**src/hdl/bqc_pkg.sv**
```systemverilog
// shared types, constants and helper functions of the billboard corner block
package bqc_pkg;

  localparam int unsigned IN_W    = 32;
  localparam int unsigned MAG_W   = 33;
  localparam int unsigned SCL_W   = 30;
  localparam int unsigned UNIT_W  = 31;
  localparam int unsigned SQ_W    = 62;
  localparam int unsigned CFG_W   = 31;
  localparam int unsigned IDX_W   = 2;
  localparam int unsigned NUM_W   = 3;
  localparam int unsigned SHIFT_W = 6;

  localparam logic [IDX_W-1:0] REG_QUAD_WIDTH  = 2'd0;
  localparam logic [IDX_W-1:0] REG_QUAD_HEIGHT = 2'd1;

  localparam logic [CFG_W-1:0] QUAD_SIZE_RESET = 31'd65536;

  localparam logic [NUM_W-1:0] LAST_CORNER = 3'd5;

  // per corner: 1 where the right / up offset is subtracted
  localparam logic [5:0] SR_NEG = 6'b100110;
  localparam logic [5:0] SU_NEG = 6'b001101;

  localparam int unsigned QUEUE_DEPTH = 2;
  localparam int unsigned QUEUE_AW    = 1;

  typedef struct packed {
    logic signed [IN_W-1:0] org_x;
    logic signed [IN_W-1:0] org_y;
    logic signed [IN_W-1:0] org_z;
    logic [SCL_W-1:0]       bx;
    logic [SCL_W-1:0]       bz;
    logic [SCL_W-1:0]       ax;
    logic [SCL_W-1:0]       ay;
    logic [SCL_W-1:0]       az;
    logic                   bx_neg;
    logic                   bz_neg;
    logic                   ay_neg;
    logic                   degen;
  } item_t;

  function automatic logic [SHIFT_W-1:0] msb_pos(input logic [MAG_W-1:0] m);
    logic [SHIFT_W-1:0] p;
    p = '0;
    for (int i = 0; i < MAG_W; i++) begin
      if (m[i]) p = SHIFT_W'(i);
    end
    return p;
  endfunction

  // bring the word so that the top magnitude lands in [2^29, 2^30)
  function automatic logic [SCL_W-1:0] scale_mag(input logic [MAG_W-1:0] m,
                                                 input logic [SHIFT_W-1:0] p);
    logic [MAG_W-1:0] t;
    if (p >= SHIFT_W'(SCL_W - 1)) begin
      t = m >> (p - SHIFT_W'(SCL_W - 1));
    end else begin
      t = m << (SHIFT_W'(SCL_W - 1) - p);
    end
    return t[SCL_W-1:0];
  endfunction

endpackage

```
**src/hdl/bqc_queue.sv**
```systemverilog
// two-word queue between the front and the back
module bqc_queue (
  input  logic          clk_i,
  input  logic          rst_ni,
  input  logic          push_i,
  output logic          full_o,
  input  bqc_pkg::item_t wdata_i,
  input  logic          pop_i,
  output logic          empty_o,
  output bqc_pkg::item_t rdata_o
);
  import bqc_pkg::*;

  item_t               mem_q [QUEUE_DEPTH];
  logic [QUEUE_AW-1:0] wr_q, rd_q;
  logic [QUEUE_AW:0]   cnt_q;
  logic                do_push, do_pop;

  assign full_o  = (cnt_q == (QUEUE_AW+1)'(QUEUE_DEPTH));
  assign empty_o = (cnt_q == '0);
  assign rdata_o = mem_q[rd_q];
  assign do_push = push_i && !full_o;
  assign do_pop  = pop_i && !empty_o;

  always_ff @(posedge clk_i) begin
    if (do_push) mem_q[wr_q] <= wdata_i;
  end

  always_ff @(posedge clk_i or negedge rst_ni) begin
    if (!rst_ni) begin
      wr_q  <= '0;
      rd_q  <= '0;
      cnt_q <= '0;
    end else begin
      if (do_push) wr_q <= wr_q + 1'b1;
      if (do_pop) rd_q <= rd_q + 1'b1;
      if (do_push && !do_pop) cnt_q <= cnt_q + 1'b1;
      else if (do_pop && !do_push) cnt_q <= cnt_q - 1'b1;
    end
  end

endmodule

```
**config.mk**
```make
export PLATFORM = sky130hd
export DESIGN_NAME = bqc_queue
export DESIGN_NICKNAME = d
export VERILOG_FILES = /design/src/hdl/bqc_pkg.sv /design/src/hdl/bqc_queue.sv
export SDC_FILE = /design/constraint.sdc
export NUM_CORES = 1
export LEC_CHECK = 0
export BUFFER_PORTS_ARGS = -buffer_cell sky130_fd_sc_hd__buf_2
export CAP_MARGIN = 10
export CORE_AREA = 2 2 251 253
export DETAILED_ROUTE_END_ITERATION = 12
export DIE_AREA = 0 0 253 255
export GPL_ROUTABILITY_DRIVEN = 0
export SETUP_SLACK_MARGIN = 0.15
export SYNTH_ARGS = -nofsm -noshare
export SYNTH_HDL_FRONTEND = slang
export SYNTH_SLANG_ARGS = --single-unit
```
**constraint.sdc**
```tcl
create_clock -name clk_i -period 38.2 [get_ports clk_i]
set_clock_uncertainty 0.15 [all_clocks]
set_input_delay 3.82 -clock clk_i [delete_from_list [all_inputs] [get_ports clk_i]]
set_output_delay 3.82 -clock clk_i [all_outputs]
set_load 0.05 [all_outputs]
```
## Word level (Yosys, flattened, before mapping)

Memory sizes are Yosys's and may differ from the RTL's.
Cells that the tools add are included.

- RAM bits: 500
- Register bits: 4
- Bits of input ports: 254
- Output and inout bits: 252
- Memories: 1
- Word-level logic and storage cells: 23

- Multiplexer cells: 4
- Eq/ne operators: 1
- Add/sub/neg operators: 4
- Reductions and logical operators: 10

Memories:

| name | words | bits a word | read ports | clocked after Yosys merged registers in | write ports | RTL line | text |
|---|---|---|---|---|---|---|---|
| mem_q | 2 | 250 | 1 | 0 | 1 | bqc_queue.sv:14 | `item_t mem_q [QUEUE_DEPTH];` |

Operators by type and width:

| operator | count |
|---|---|
| $logic_and 1x1->1 | 4 |
| $logic_not 1->1 | 4 |
| $mux 2 | 2 |
| $add 1x1->1 const B | 2 |
| $add 2x1->2 const B | 1 |
| $eq 2x2->1 const B | 1 |
| $logic_not 2->1 | 1 |
| $mux 1 | 2 |
| $reduce_bool 2->1 | 1 |
| $sub 2x1->2 const B | 1 |

## Logic depth before layout (Yosys ltp)

- Depth after elaboration: 7
- Depth in mapped cells: 7
- Depth with buffers taken out: 7

## Worst setup path before layout

OpenSTA, ideal clock, no wires.

- Path type: input -> register
- Start point: input port push_i
- End point: memory mem_q[0][0] in the netlist's numbering (enable)
- Stages on the path: 2
- Path buffers: 0
- Arrival time: 14.265 ns
- Setup slack: 22.920 ns
- Data required time: 37.185 ns
- Cells stage by stage: nand2_1 nor2_1

- Word-level cells in the longest chain between the ends: 3

Ends and longest elaborated chain:

| item | RTL line | text |
|---|---|---|
| start: declaration | bqc_queue.sv:5 | `input logic push_i,` |
| $logic_and 1x1->1 | bqc_queue.sv:22 | `assign do_push = push_i && !full_o;` |
| $mux 1 | bqc_queue.sv:26 | `if (do_push) mem_q[wr_q] <= wdata_i;` |
| $mux 1 (implied by the code) | bqc_queue.sv:26 |  |
| end: declaration | bqc_queue.sv:14 |  |

Every way passes these cells.

==> results by group <==
Yosys
  – Syn_nets: around 1100
  – Post-Syn Instances: between 700 and 800
  – Synth Area per Inst: between 20 and 25 um2
  – Netlist cell types: 15
  – Sequential share of the synthesized area: 0.795
  – Mapped Area: about 0.019 mm2
  – Top cells by count, synth: edfxtp_1 (500), mux2_4 (190), mux2_2 (60), buf_6 (22), buf_2 (6)
  – Synth area leaders: edfxtp_1 (79%), mux2_4 (15%), mux2_2 (3.6%)
  – Synth top area share: 0.790
  – Count leader, synth: edfxtp_1
  – Register bit total from synthesis: approximately 500
  – Synth Flop Type: edfxtp_1
  – Number of synthesized flops with an enable pin: 500
  – Dominant cell type by area after synthesis: edfxtp_1
  – Synth warn: 0
  – Ys async rst share: 0.00794

Clock tree
  – Worst-path clk slew: around 60 ps
  – # H-tree levels: 2
  – TritonCTS clock tree: yes
  – CTS Buffer Depth: 3
  – Root Driver: clkbuf_16
  – Skew-Pair Late Insertion Delay: between 500 and 600 ps
  – CTS Buf Count: 52
  – Post-CTS setup buffer count: 0
  – Clock sinks: about 500
  – CTS Hold Bufs: 0
  – Post-CTS Resized: 0

Final layout
  – Register area: around 0.015 mm2
  – Finished Cell Area: 0.0240 mm2
  – Final std cells w/o fill: around 2200
  – Share of cells above drive strength 1: 0.613
  – Fill count: approximately 5700
  – Multi-input logic area: 0.00363 mm2
  – Nets@finish: 1594
  – Area grow syn2layout: 26.2%

Global route
  – Gr busiest metal: met2
  – Largest net degree at the start of global routing: 77
  – Met1 track demand over resource: 0.138
  – First-pass GRT wire length: around 60000 um
  – Global-route usage over all layers: 0.124
  – Met2 GRT Util: 0.219
  – GR Util met3: 0.0382
  – Grt ovf: 0
  – Vias in the first global route: around 10000
  – Initial antenna violation count: 17

STA
  – Final period util: 0.211
  – Fin. max-slew vios: 0
  – Tightest Pin Transition: around 1100 ps
  – Max_slew headroom: 0.242
  – RSZ-0062 raised after global routing: no
  – Fmax: about 120 MHz
  – Setup WS post-layout: 30150 ps
  – Final setup TNS: 0 ps
  – Fin crit period: approximately 8100 ps
  – Final setup viols: 0
  – Final hold viol count: 0

Power and ir drop
  – Clk network pwr share: 0.214
  – Cell Pwr Density: around 93 mW/mm2
  – Worst vdd ir: about 0.056 mV
  – Reg power frac: 0.362
  – Sw Pwr: 911 uW
  – P_leak: 0.00937 uW
  – Internal power: around 1300 uW
  – Total power: roughly 2200 uW
  – Combinational power share: 0.424
  – Net Sw Frac: 0.409

Placement
  – Place WS: 30740 ps
  – Post-detail-place hpwl: about 30000 um
  – Port bufs: about 500
  – Area of placed instances: 0.0224 mm2
  – DP Cell Count: roughly 2100

Detailed routing
  – DR iter-0 viols: 371
  – DR vias/cell: around 4.3
  – Final ANT Viol Nets: 0
  – DR pass1 iterations: 4
  – Drt wl/cell: between 15 and 20 um
  – WL final: around 43000 um
  – Via Count: approximately 9400
  – # DRC: 0

Die
  – Initial Util: 0.306
  – Die W: 253 um
  – Die ar.: roughly 0.065 mm2
  – Io pins: slightly above 500
  – Num rows: 92
  – Core Area: between 0.06 and 0.07 mm2
  – Die height: ~260 um

Critical path
  – Slowest cell on crit path: dfrtp_4
  – Peak fanout along the critical path: between 60 and 70
  – CP endpoint kind: output port
  – Worst endpoint required time: ~34000 ps
  – CP dominant cell by count: buf_4
  – Crit path DAT: slightly above 4000 ps
  – Cells along the critical path: buf_4 > buf_4 > mux2_4 > buf_2
  – Crit Path Category: register to output port
  – Startpoint types: register
  – CP max stage delay: around 1100 ps

Min path
  – Tightest Hold Check Type: register to register

Status
  – Status: complete, no violations

Job
  – Max Cap Viol: 0
through the flow:
step / hold WS, ps / util
finish: 373 / 0.386
floorplan: 311 / -
CTS: 374 / 0.386
detailed placement: 363 / 0.360
global placement: 352 / 0.360
global route: 412 / 0.386
final timing paths:
check	from	endpoint	slack, ps	cells after the start
min in group asynchronous	rst_ni	cnt_q[1]	2890	1
min reg2reg	cnt_q[1]	cnt_q[1]	370	1
min	cnt_q[1]	cnt_q[1]	370	1
max in group asynchronous	rst_ni	rd_q	34880	1
max reg2reg	cnt_q[0]	mem_q[0][167]	34310	6
max	rd_q	rdata_o[217]	30150	4
cell type report:
type	count	share of cell area
multi-input combinational	263	0.151
timing repair buffer	516	0.109
clock inverter	33	0.0104
clock buffer	62	0.0567
sequential	504	0.630
tap	799	0.0416
inverter	2	0.000313
antenna	11	0.00115
critical path, delay by kind of cell (launching register included):
| kind | cells | cell delay (ps) |
|---|---|---|
| buffers and inverters | 3 | 1820 |
| flip-flops | 1 | 1130 |
| multiplexers | 1 | 360 |
placed cells by master, fill, tap and decap left out, drive strengths merged:
| cell type | n |
|---|---|
| o21ai | 1 |
| nand2b | 1 |
| clkinv | 24 |
| nand2 | 1 |
| clkinvlp | 4 |
| and3 | 1 |
| ha | 1 |
| diode | 11 |
| xnor2 | 3 |
| edfxtp | 500 |
| dfrtp | 4 |
| clkbuf | 62 |
| bufinv | 3 |
| mux2 | 250 |
| buf | 516 |
| inv | 4 |
| xor2 | 2 |
| nor2 | 3 |
cell families after synthesis:
kind of cell | Yosys count | share of synthesized area
XOR/XNOR | 5 | 0.00230
AND/OR/NAND/NOR | 6 | 0.00145
flip-flops | 504 | 0.795
AO/OA/AOI/OAI | 1 | 0.000263
buffers and inverters | 30 | 0.0150
multiplexers | 250 | 0.186
adder cells (fa/ha/maj) | 1 | 0.000658
state kept, by name (all words and copies together), names as in the netlist:
register and flops:
mem_q 500, cnt_q 2, rd_q 1, wr_q 1
power groups by stage:
| stage | sequential, uW | clock [uW] | combinational (uW) |
|---|---|---|---|
| global route | 818 | 512 | 985 |
| detailed placement | 819 | 0 | 955 |
| floorplan | 835 | 0 | 787 |
| CTS | 808 | 493 | 957 |
| global placement | 815 | 0 | 952 |
| finish | 805 | 476 | 942 |
routing by layer:
metal | part of all wire | wire [um]
met5 | 0.00096 | 41
met4 | 0.033 | 1390
met3 | 0.075 | 3190
met2 | 0.52 | 22300
met1 | 0.37 | 15700
(Power assumes the default switching activity.)
