<file path="src/hdl/bqc_pkg.sv">
// shared types, constants and helper functions of the billboard corner block
package bqc_pkg;

  localparam int unsigned IN_W    = 32;
  localparam int unsigned MAG_W   = 33;
  localparam int unsigned SCL_W   = 30;
  localparam int unsigned UNIT_W  = 31;
  localparam int unsigned SQ_W    = 62;
  localparam int unsigned CFG_W   = 31;
  localparam int unsigned IDX_W   = 2;
  localparam int unsigned NUM_W   = 3;
  localparam int unsigned SHIFT_W = 6;

  localparam logic [IDX_W-1:0] REG_QUAD_WIDTH  = 2'd0;
  localparam logic [IDX_W-1:0] REG_QUAD_HEIGHT = 2'd1;

  localparam logic [CFG_W-1:0] QUAD_SIZE_RESET = 31'd65536;

  localparam logic [NUM_W-1:0] LAST_CORNER = 3'd5;

  // per corner: 1 where the right / up offset is subtracted
  localparam logic [5:0] SR_NEG = 6'b100110;
  localparam logic [5:0] SU_NEG = 6'b001101;

  localparam int unsigned QUEUE_DEPTH = 2;
  localparam int unsigned QUEUE_AW    = 1;

  typedef struct packed {
    logic signed [IN_W-1:0] org_x;
    logic signed [IN_W-1:0] org_y;
    logic signed [IN_W-1:0] org_z;
    logic [SCL_W-1:0]       bx;
    logic [SCL_W-1:0]       bz;
    logic [SCL_W-1:0]       ax;
    logic [SCL_W-1:0]       ay;
    logic [SCL_W-1:0]       az;
    logic                   bx_neg;
    logic                   bz_neg;
    logic                   ay_neg;
    logic                   degen;
  } item_t;

  function automatic logic [SHIFT_W-1:0] msb_pos(input logic [MAG_W-1:0] m);
    logic [SHIFT_W-1:0] p;
    p = '0;
    for (int i = 0; i < MAG_W; i++) begin
      if (m[i]) p = SHIFT_W'(i);
    end
    return p;
  endfunction

  // bring the word so that the top magnitude lands in [2^29, 2^30)
  function automatic logic [SCL_W-1:0] scale_mag(input logic [MAG_W-1:0] m,
                                                 input logic [SHIFT_W-1:0] p);
    logic [MAG_W-1:0] t;
    if (p >= SHIFT_W'(SCL_W - 1)) begin
      t = m >> (p - SHIFT_W'(SCL_W - 1));
    end else begin
      t = m << (SHIFT_W'(SCL_W - 1) - p);
    end
    return t[SCL_W-1:0];
  endfunction

endpackage

</file>
<file path="src/hdl/bqc_front.sv">
// front: takes words, forms the direction, flags degenerate, scales magnitudes
module bqc_front (
  input  logic                           clk_i,
  input  logic                           rst_ni,
  input  logic                           in_valid_i,
  output logic                           in_ready_o,
  input  logic signed [bqc_pkg::IN_W-1:0] camera_x_i,
  input  logic signed [bqc_pkg::IN_W-1:0] camera_y_i,
  input  logic signed [bqc_pkg::IN_W-1:0] camera_z_i,
  input  logic signed [bqc_pkg::IN_W-1:0] origin_x_i,
  input  logic signed [bqc_pkg::IN_W-1:0] origin_y_i,
  input  logic signed [bqc_pkg::IN_W-1:0] origin_z_i,
  input  logic                           q_full_i,
  output logic                           q_push_o,
  output bqc_pkg::item_t                 q_item_o
);
  import bqc_pkg::*;

  logic                   v1_q;
  logic signed [IN_W-1:0] ox_q, oy_q, oz_q;
  logic [MAG_W-1:0]       dxm_q, dym_q, dzm_q, max2_q, max3_q;
  logic                   dxn_q, dyn_q, dzn_q, degen_q;

  logic signed [MAG_W-1:0] dx, dy, dz;
  logic [MAG_W-1:0]        dxm, dym, dzm, max2, max3;
  logic [SHIFT_W-1:0]      p2, p3;

  assign dx  = MAG_W'(camera_x_i) - MAG_W'(origin_x_i);
  assign dy  = MAG_W'(camera_y_i) - MAG_W'(origin_y_i);
  assign dz  = MAG_W'(camera_z_i) - MAG_W'(origin_z_i);
  assign dxm = dx[MAG_W-1] ? MAG_W'(-dx) : MAG_W'(dx);
  assign dym = dy[MAG_W-1] ? MAG_W'(-dy) : MAG_W'(dy);
  assign dzm = dz[MAG_W-1] ? MAG_W'(-dz) : MAG_W'(dz);
  assign max2 = (dxm > dzm) ? dxm : dzm;
  assign max3 = (max2 > dym) ? max2 : dym;

  assign in_ready_o = !v1_q || !q_full_i;
  assign q_push_o   = v1_q;

  assign p2 = msb_pos(max2_q);
  assign p3 = msb_pos(max3_q);

  always_comb begin
    q_item_o.org_x  = ox_q;
    q_item_o.org_y  = oy_q;
    q_item_o.org_z  = oz_q;
    q_item_o.bx     = scale_mag(dxm_q, p2);
    q_item_o.bz     = scale_mag(dzm_q, p2);
    q_item_o.ax     = scale_mag(dxm_q, p3);
    q_item_o.ay     = scale_mag(dym_q, p3);
    q_item_o.az     = scale_mag(dzm_q, p3);
    q_item_o.bx_neg = dxn_q;
    q_item_o.bz_neg = dzn_q;
    q_item_o.ay_neg = dyn_q;
    q_item_o.degen  = degen_q;
  end

  always_ff @(posedge clk_i or negedge rst_ni) begin
    if (!rst_ni) begin
      v1_q <= 1'b0;
    end else if (in_ready_o) begin
      v1_q <= in_valid_i;
    end
  end

  always_ff @(posedge clk_i) begin
    if (in_ready_o && in_valid_i) begin
      ox_q    <= origin_x_i;
      oy_q    <= origin_y_i;
      oz_q    <= origin_z_i;
      dxm_q   <= dxm;
      dym_q   <= dym;
      dzm_q   <= dzm;
      max2_q  <= max2;
      max3_q  <= max3;
      dxn_q   <= dx[MAG_W-1];
      dyn_q   <= dy[MAG_W-1];
      dzn_q   <= dz[MAG_W-1];
      degen_q <= (dx == '0) && (dz == '0);
    end
  end

endmodule

</file>
<file path="config.mk">
export PLATFORM = sky130hd
export DESIGN_NAME = bqc_front
export DESIGN_NICKNAME = d
export VERILOG_FILES = /design/src/hdl/bqc_pkg.sv /design/src/hdl/bqc_front.sv
export SDC_FILE = /design/constraint.sdc
export NUM_CORES = 2
export LEC_CHECK = 0
export ABC_AREA = 1
export BUFFER_PORTS_ARGS = -buffer_cell sky130_fd_sc_hd__buf_2
export CAP_MARGIN = 0
export CORE_MARGIN = 2
export CORE_UTILIZATION = 40
export DETAILED_ROUTE_END_ITERATION = 6
export MAX_ROUTING_LAYER = met4
export PLACE_DENSITY_LB_ADDON = 0.1
export SLEW_MARGIN = 30
export SYNTH_ARGS = -nofsm -noshare
export SYNTH_HDL_FRONTEND = slang
export SYNTH_SLANG_ARGS = --single-unit
export TNS_END_PERCENT = 5
</file>
<file path="constraint.sdc">
create_clock -name clk_i -period 14.2 [get_ports clk_i]
set_clock_uncertainty 0.1 [all_clocks]
set_input_delay 1.42 -clock clk_i [delete_from_list [all_inputs] [get_ports clk_i]]
set_output_delay 1.42 -clock clk_i [all_outputs]
set_load 0.05 [all_outputs]
</file>
=== After elaboration in Yosys (flattened, before gate mapping) ===
Cells that the tools add are included.

* Bits in registers: 266
* Latch bits: 0
* Memory bits (writable): 0
* Bits in read-only memories: 0
* Input port bits: 196
* Word-level logic and storage cells: 118
* Memories kept: 0

* Add/sub/neg operators: 10
* Multipliers: 0
* Divide/modulo/power cells: 0
* Magnitude comparators: 4
* Equal/unequal tests: 0
* Shift operators: 10
* Multiplexer cells: 74
* Bitwise gates (word level): 0
* Reductions and logical operators: 7

{| class="wikitable"
|+ Operator list
! kind !! number
|-
| $mux W6 || 61
|-
| $mux W33 || 5
|-
| $shl A33 B6 Y30 || 5
|-
| $shr A33 B6 Y30 || 5
|-
| $mux W30 || 5
|-
| $neg A33 Y33 || 3
|-
| $sub A32 B32 Y33 || 3
|-
| $gt A33 B33 Y1 || 2
|-
| $logic_not A33 Y1 || 2
|-
| $ge A6 B5 Y1 const B || 2
|-
| $sub A5 B6 Y6 const A || 2
|-
| $sub A6 B5 Y6 const B || 2
|-
| $logic_and A1 B1 Y1 || 2
|-
| $logic_not A1 Y1 || 2
|-
| $mux W1 || 2
|-
| $mux W2 || 1
|-
| $logic_or A1 B1 Y1 || 1
|}

=== Depth between registers and ports, before layout ===
* Depth after elaboration: 35
* Depth in mapped cells: 59
* Mapped depth without buffers: 56

=== Worst setup path before layout ===
OpenSTA, ideal clock, no wires.

* Kind: input to register
* Start: in in_valid_i
* End: reg degen_q, enable pin
* Library setup time: 0.973 ns
* Arrival: 14.072 ns
* Path slack: -0.945 ns
* Stages on the path: 2
* Path buffers: 0
* Cells stage by stage: inv_1 a21oi_1

* Word-level cells in the longest chain between the ends: 1

{| class="wikitable"
|+ Ends and longest elaborated chain
! item !! line !! text
|-
| start: declaration || bqc_front.sv:5 || <nowiki>input logic in_valid_i,</nowiki>
|-
| $logic_and A1 B1 Y1 || bqc_front.sv:67 || <nowiki>if (in_ready_o && in_valid_i) begin</nowiki>
|-
| end signal: assignment || bqc_front.sv:79 || <nowiki>degen_q <= (dx == '0) && (dz == '0);</nowiki>
|-
| end: declaration || bqc_front.sv:22 || <nowiki>logic dxn_q, dyn_q, dzn_q, degen_q;</nowiki>
|}

No other way between the ends.
A chain may end at the register's enable or synchronous reset.

=== Worst setup path after layout ===
* Start: in camera_z_i[0] (netlist name)
* End: reg max3_q[21], data pin

* Word-level cells in the longest chain between the ends: 7

{| class="wikitable"
|+ Ends and longest elaborated chain
! item !! line !! text
|-
| start: declaration || bqc_front.sv:9 || <nowiki>input logic signed [bqc_pkg::IN_W-1:0] camera_z_i,</nowiki>
|-
| $sub A32 B32 Y33 * || bqc_front.sv:30 || <nowiki>assign dz = MAG_W'(camera_z_i) - MAG_W'(origin_z_i);</nowiki>
|-
| $neg A33 Y33 || bqc_front.sv:33 || <nowiki>assign dzm = dz[MAG_W-1] ? MAG_W'(-dz) : MAG_W'(dz);</nowiki>
|-
| $mux W33 * || bqc_front.sv:33 ||
|-
| $gt A33 B33 Y1 || bqc_front.sv:34 || <nowiki>assign max2 = (dxm > dzm) ? dxm : dzm;</nowiki>
|-
| $mux W33 * || bqc_front.sv:34 ||
|-
| net max2[3] || bqc_front.sv:25 || <nowiki>logic [MAG_W-1:0] dxm, dym, dzm, max2, max3;</nowiki>
|-
| $gt A33 B33 Y1 * || bqc_front.sv:35 || <nowiki>assign max3 = (max2 > dym) ? max2 : dym;</nowiki>
|-
| $mux W33 * || bqc_front.sv:35 ||
|-
| net max3[21] || bqc_front.sv:25 ||
|-
| end signal: assignment || bqc_front.sv:75 || <nowiki>max3_q <= max3;</nowiki>
|-
| end: declaration || bqc_front.sv:21 || <nowiki>logic [MAG_W-1:0] dxm_q, dym_q, dzm_q, max2_q, max3_q;</nowiki>
|}

Mark *: on every way through the listed nets, which the timed path passes. The rest lies on a longest branch.

==> results.yml <==
clocking:
  hold_buffers: 0
  h-tree-depth: 1
  cts_sinks: 264
  numCtsBuffers: 29
  path_clk_slew_ns: 0.07
  clk_latency_ns: 0.58
  cts_resized: 0
  ctsRootBufferMaster: "clkbuf_16"
  post_cts_buffers: 0
  clockBufferDepth: 3
  cts_tree: "yes"
floorplan:
  rows: 106
  die_area_um2: 87330
  ioPinCount: 448
  core-area_um2: 83950
  initial_core_util_pct: 40.49
  dieHeight_um: 295.5
  die_w_um: 295.5
synth:
  synth_edf_count: 263
  yosysSeqAreaShare_pct: 23.31
  synth_nets: 5882
  syn_area_per_cell_um2: 6.171
  ys_warn_count: 0
  ys_seq_elements: 264
  ys.flop_type: "edfxtp_1"
  syn_inst: 5508
  async_flop_share_pct: 0.3788
  netlist-cell-type-count: 65
  netlist_area_um2: 33990
finish:
  drive_above_1_share_pct: 13.33
  n_fill_cell: 9202
  synthToLayoutAreaGrowth_pct: 11.56
  multiInputGateArea_um2: 22710
  regArea_um2: 7923
  nets: 6106
worst_hold_path:
  hold_end: "q_push_o$_DFFE_PN0N_"
  min_path_type: "flip-flop to flip-flop"
  whs_path_depth: 2
  hold_start: "q_push_o$_DFFE_PN0N_"
setup_path:
  timing.rr.start: "q_push_o$_DFFE_PN0N_"
  endpoint_kind: "flip-flop"
  worstSetupPathType: "primary input to flip-flop"
  path_max_fanout: 31
  r2r_end: "dym_q[21]$_DFFE_PP_"
  critPathArrivalTime_ns: 11.47
  required_ns: 14.44
  r2r_setup_slack_ns: 11.45
  cpPeakStageDelay_ns: 0.66
  crit_path_frequent_cell: "nand2_1"
  setup.worst_path.start_class: "primary input"
  cp_slowest_cell: "clkinv_1"
  ff2ff_path_depth: 3
run:
  drv_cap: 0
timing:
  fmax_mhz: 89.08
  period_minus_slack_ns: 11.23
  hold_viol_final: 0
  setup_violations: 0
  rsz0062_at_grt: "no"
  slew_headroom_pct: 34.16
  fin_crit_sh_pct: 79.06
  final-max-slew-violation-count: 0
  fin_ws_ns: 2.974
  hold_slack_ns: 0.4779
  worstMarginPinSlew_ns: 0.9876
  fin_tns_setup_ns: 0
route:
  routed_via_density: 5.687
  drtIter0Drc: 4330
  ant_nets: 0
  drt-total-wl_mm: 154.2
  drt_pass1_iterations: 7
  vias: 39180
  drc: 0
  routedWlPerCell_um: 22.39
placed_design:
  place_congestion: 1.024
  hpwlAfterDp_mm: 119.4
  dp_slack_ns: 2.377
  port_buffers: 447
grt:
  grt_pass1_vias: 36290
  grt_usage_pct: 35.13
  overflow: 0
  grt_max_degree: 113
  antenna_found_initial: 2
  grt_first_pass_wirelength_mm: 225.0
power_and_ir_drop:
  peakVddDrop_v: 0.0003627
  p_leak_nw: 18.80
  power_density_nw_per_um2: 269.3
outcome:
  status: "complete, no violations"
[cells in the final DEF, fill, tap and decap left out, drive strengths merged, types with 4 or more instances in the layout]
master  Yosys  layout
mux2i      20      20
buf       123     499
a21o        5       5
o311ai      4       4
xor2      146     146
o211ai     85      85
a211oi      6       6
xnor2      41      41
clkbuf    183      35
a21boi      4       4
o21ai     573     573
nor4       23      23
a31oi      17      17
or2        44      44
nor3       44      44
edfxtp    263     263
nor2      194     194
nand3     833     833
o21a       13      13
nand3b      5       5
nand2    1782    1782
clkinv      9      21
nand4      55      55
o31ai       8       8
o22ai       5       5
ha        175     175
a21oi     217     217
inv       601     602
o21bai      7       7
and2        5       5
[worst max-delay path: cells and delay by family]
| family | cells | cell delay (ns) |
|---|---|---|
| AND/OR/NAND/NOR | 23 | 2.42 |
| adder cells (fa/ha/maj) | 4 | 1.24 |
| buffers and inverters | 9 | 2.81 |
| AO/OA/AOI/OAI | 20 | 3.55 |
[worst max-delay path by stage]
stage	startpoint	to	slack, ns	cells after the start
finish	camera_z_i[0]	max3_q[21]$_DFFE_PP_	2.97	56
global route	camera_z_i[0]	max3_q[21]$_DFFE_PP_	1.86	56
CTS	camera_z_i[0]	max3_q[24]$_DFFE_PP_	3.01	56
detailed placement	camera_z_i[0]	max3_q[24]$_DFFE_PP_	2.38	56
global placement	camera_z_i[0]	max3_q[25]$_DFFE_PP_	2.50	56
floorplan	q_full_i	degen_q$_DFFE_PP_	4.58	1
[per-stage QoR]
step	instance area, µm²	power, mW	instances	util, %
3_5_place_dp	36970	9.236	6834	44.03
3_3_place_gp	36950	9.221	6834	44.01
5_1_grt	37920	10.88	6890	45.17
4_1_cts	37890	10.02	6887	45.13
2_1_floorplan	34000	6.818	5508	-
6_report	37920	10.21	6890	45.17
[cell type report]
class / count / area share, %
Antenna cell: 2 / 0.01320
Clock buffer: 35 / 1.973
Clock inverter: 18 / 0.4520
Inverter: 610 / 6.054
Multi-Input combinational cell: 4328 / 59.88
Sequential cell: 264 / 20.89
Tap cell: 1134 / 3.741
Timing Repair Buffer: 499 / 6.991
[per-layer routing]
metal  wire length [µm]  up-vias  GRT usage (%)
li1                   -    18780              -
met1              61450    18140          42.86
met2              70060     1822          55.24
met3              11390      436          4.142
met4              11340        0          22.21
met5                  0        -              -
[registers in the layout, indices dropped and copies added (netlist names)]
register  cells
dzn_q         1
oz_q         32
dyn_q         1
dxn_q         1
dxm_q        33
degen_q       1
max2_q       32
max3_q       32
dzm_q        33
dym_q        33
oy_q         32
ox_q         32
q_push_o      1
[power by group]
part	internal [mW]	switching [mW]
sequential	1.12	0.157
combinational	2.00	6.18
clock	0.415	0.345
[kinds of logic after synthesis]
group	Yosys count	share of synthesized area, %
AO/OA/AOI/OAI	956	15.86
XOR/XNOR	187	5.304
adder cells (fa/ha/maj)	178	6.618
buffers and inverters	916	10.47
flip-flops	264	23.31
multiplexers	20	0.5889
AND/OR/NAND/NOR	2987	37.85
[cells in the mapped netlist, types with 21 or more instances]
master / instances / area (µm²)
a21oi_1: 198 / 991.0
buf_1: 59 / 221.5
buf_2: 52 / 260.3
clkbuf_1: 183 / 686.9
edfxtp_1: 263 / 7898
ha_1: 175 / 2190
inv_1: 566 / 2125
inv_2: 34 / 127.6
nand2_1: 1758 / 6599
nand2_2: 23 / 143.9
nand3_1: 828 / 4144
nand4_1: 54 / 337.8
nor2_1: 182 / 683.2
nor3_1: 32 / 160.2
nor4_1: 23 / 143.9
o211ai_1: 82 / 615.6
o21ai_0: 502 / 2512
o21ai_1: 55 / 275.3
or2_2: 38 / 237.7
xnor2_1: 40 / 350.3
xor2_1: 125 / 1095
xor2_2: 21 / 341.6
Note: power is estimated with default switching activity, not from simulation.
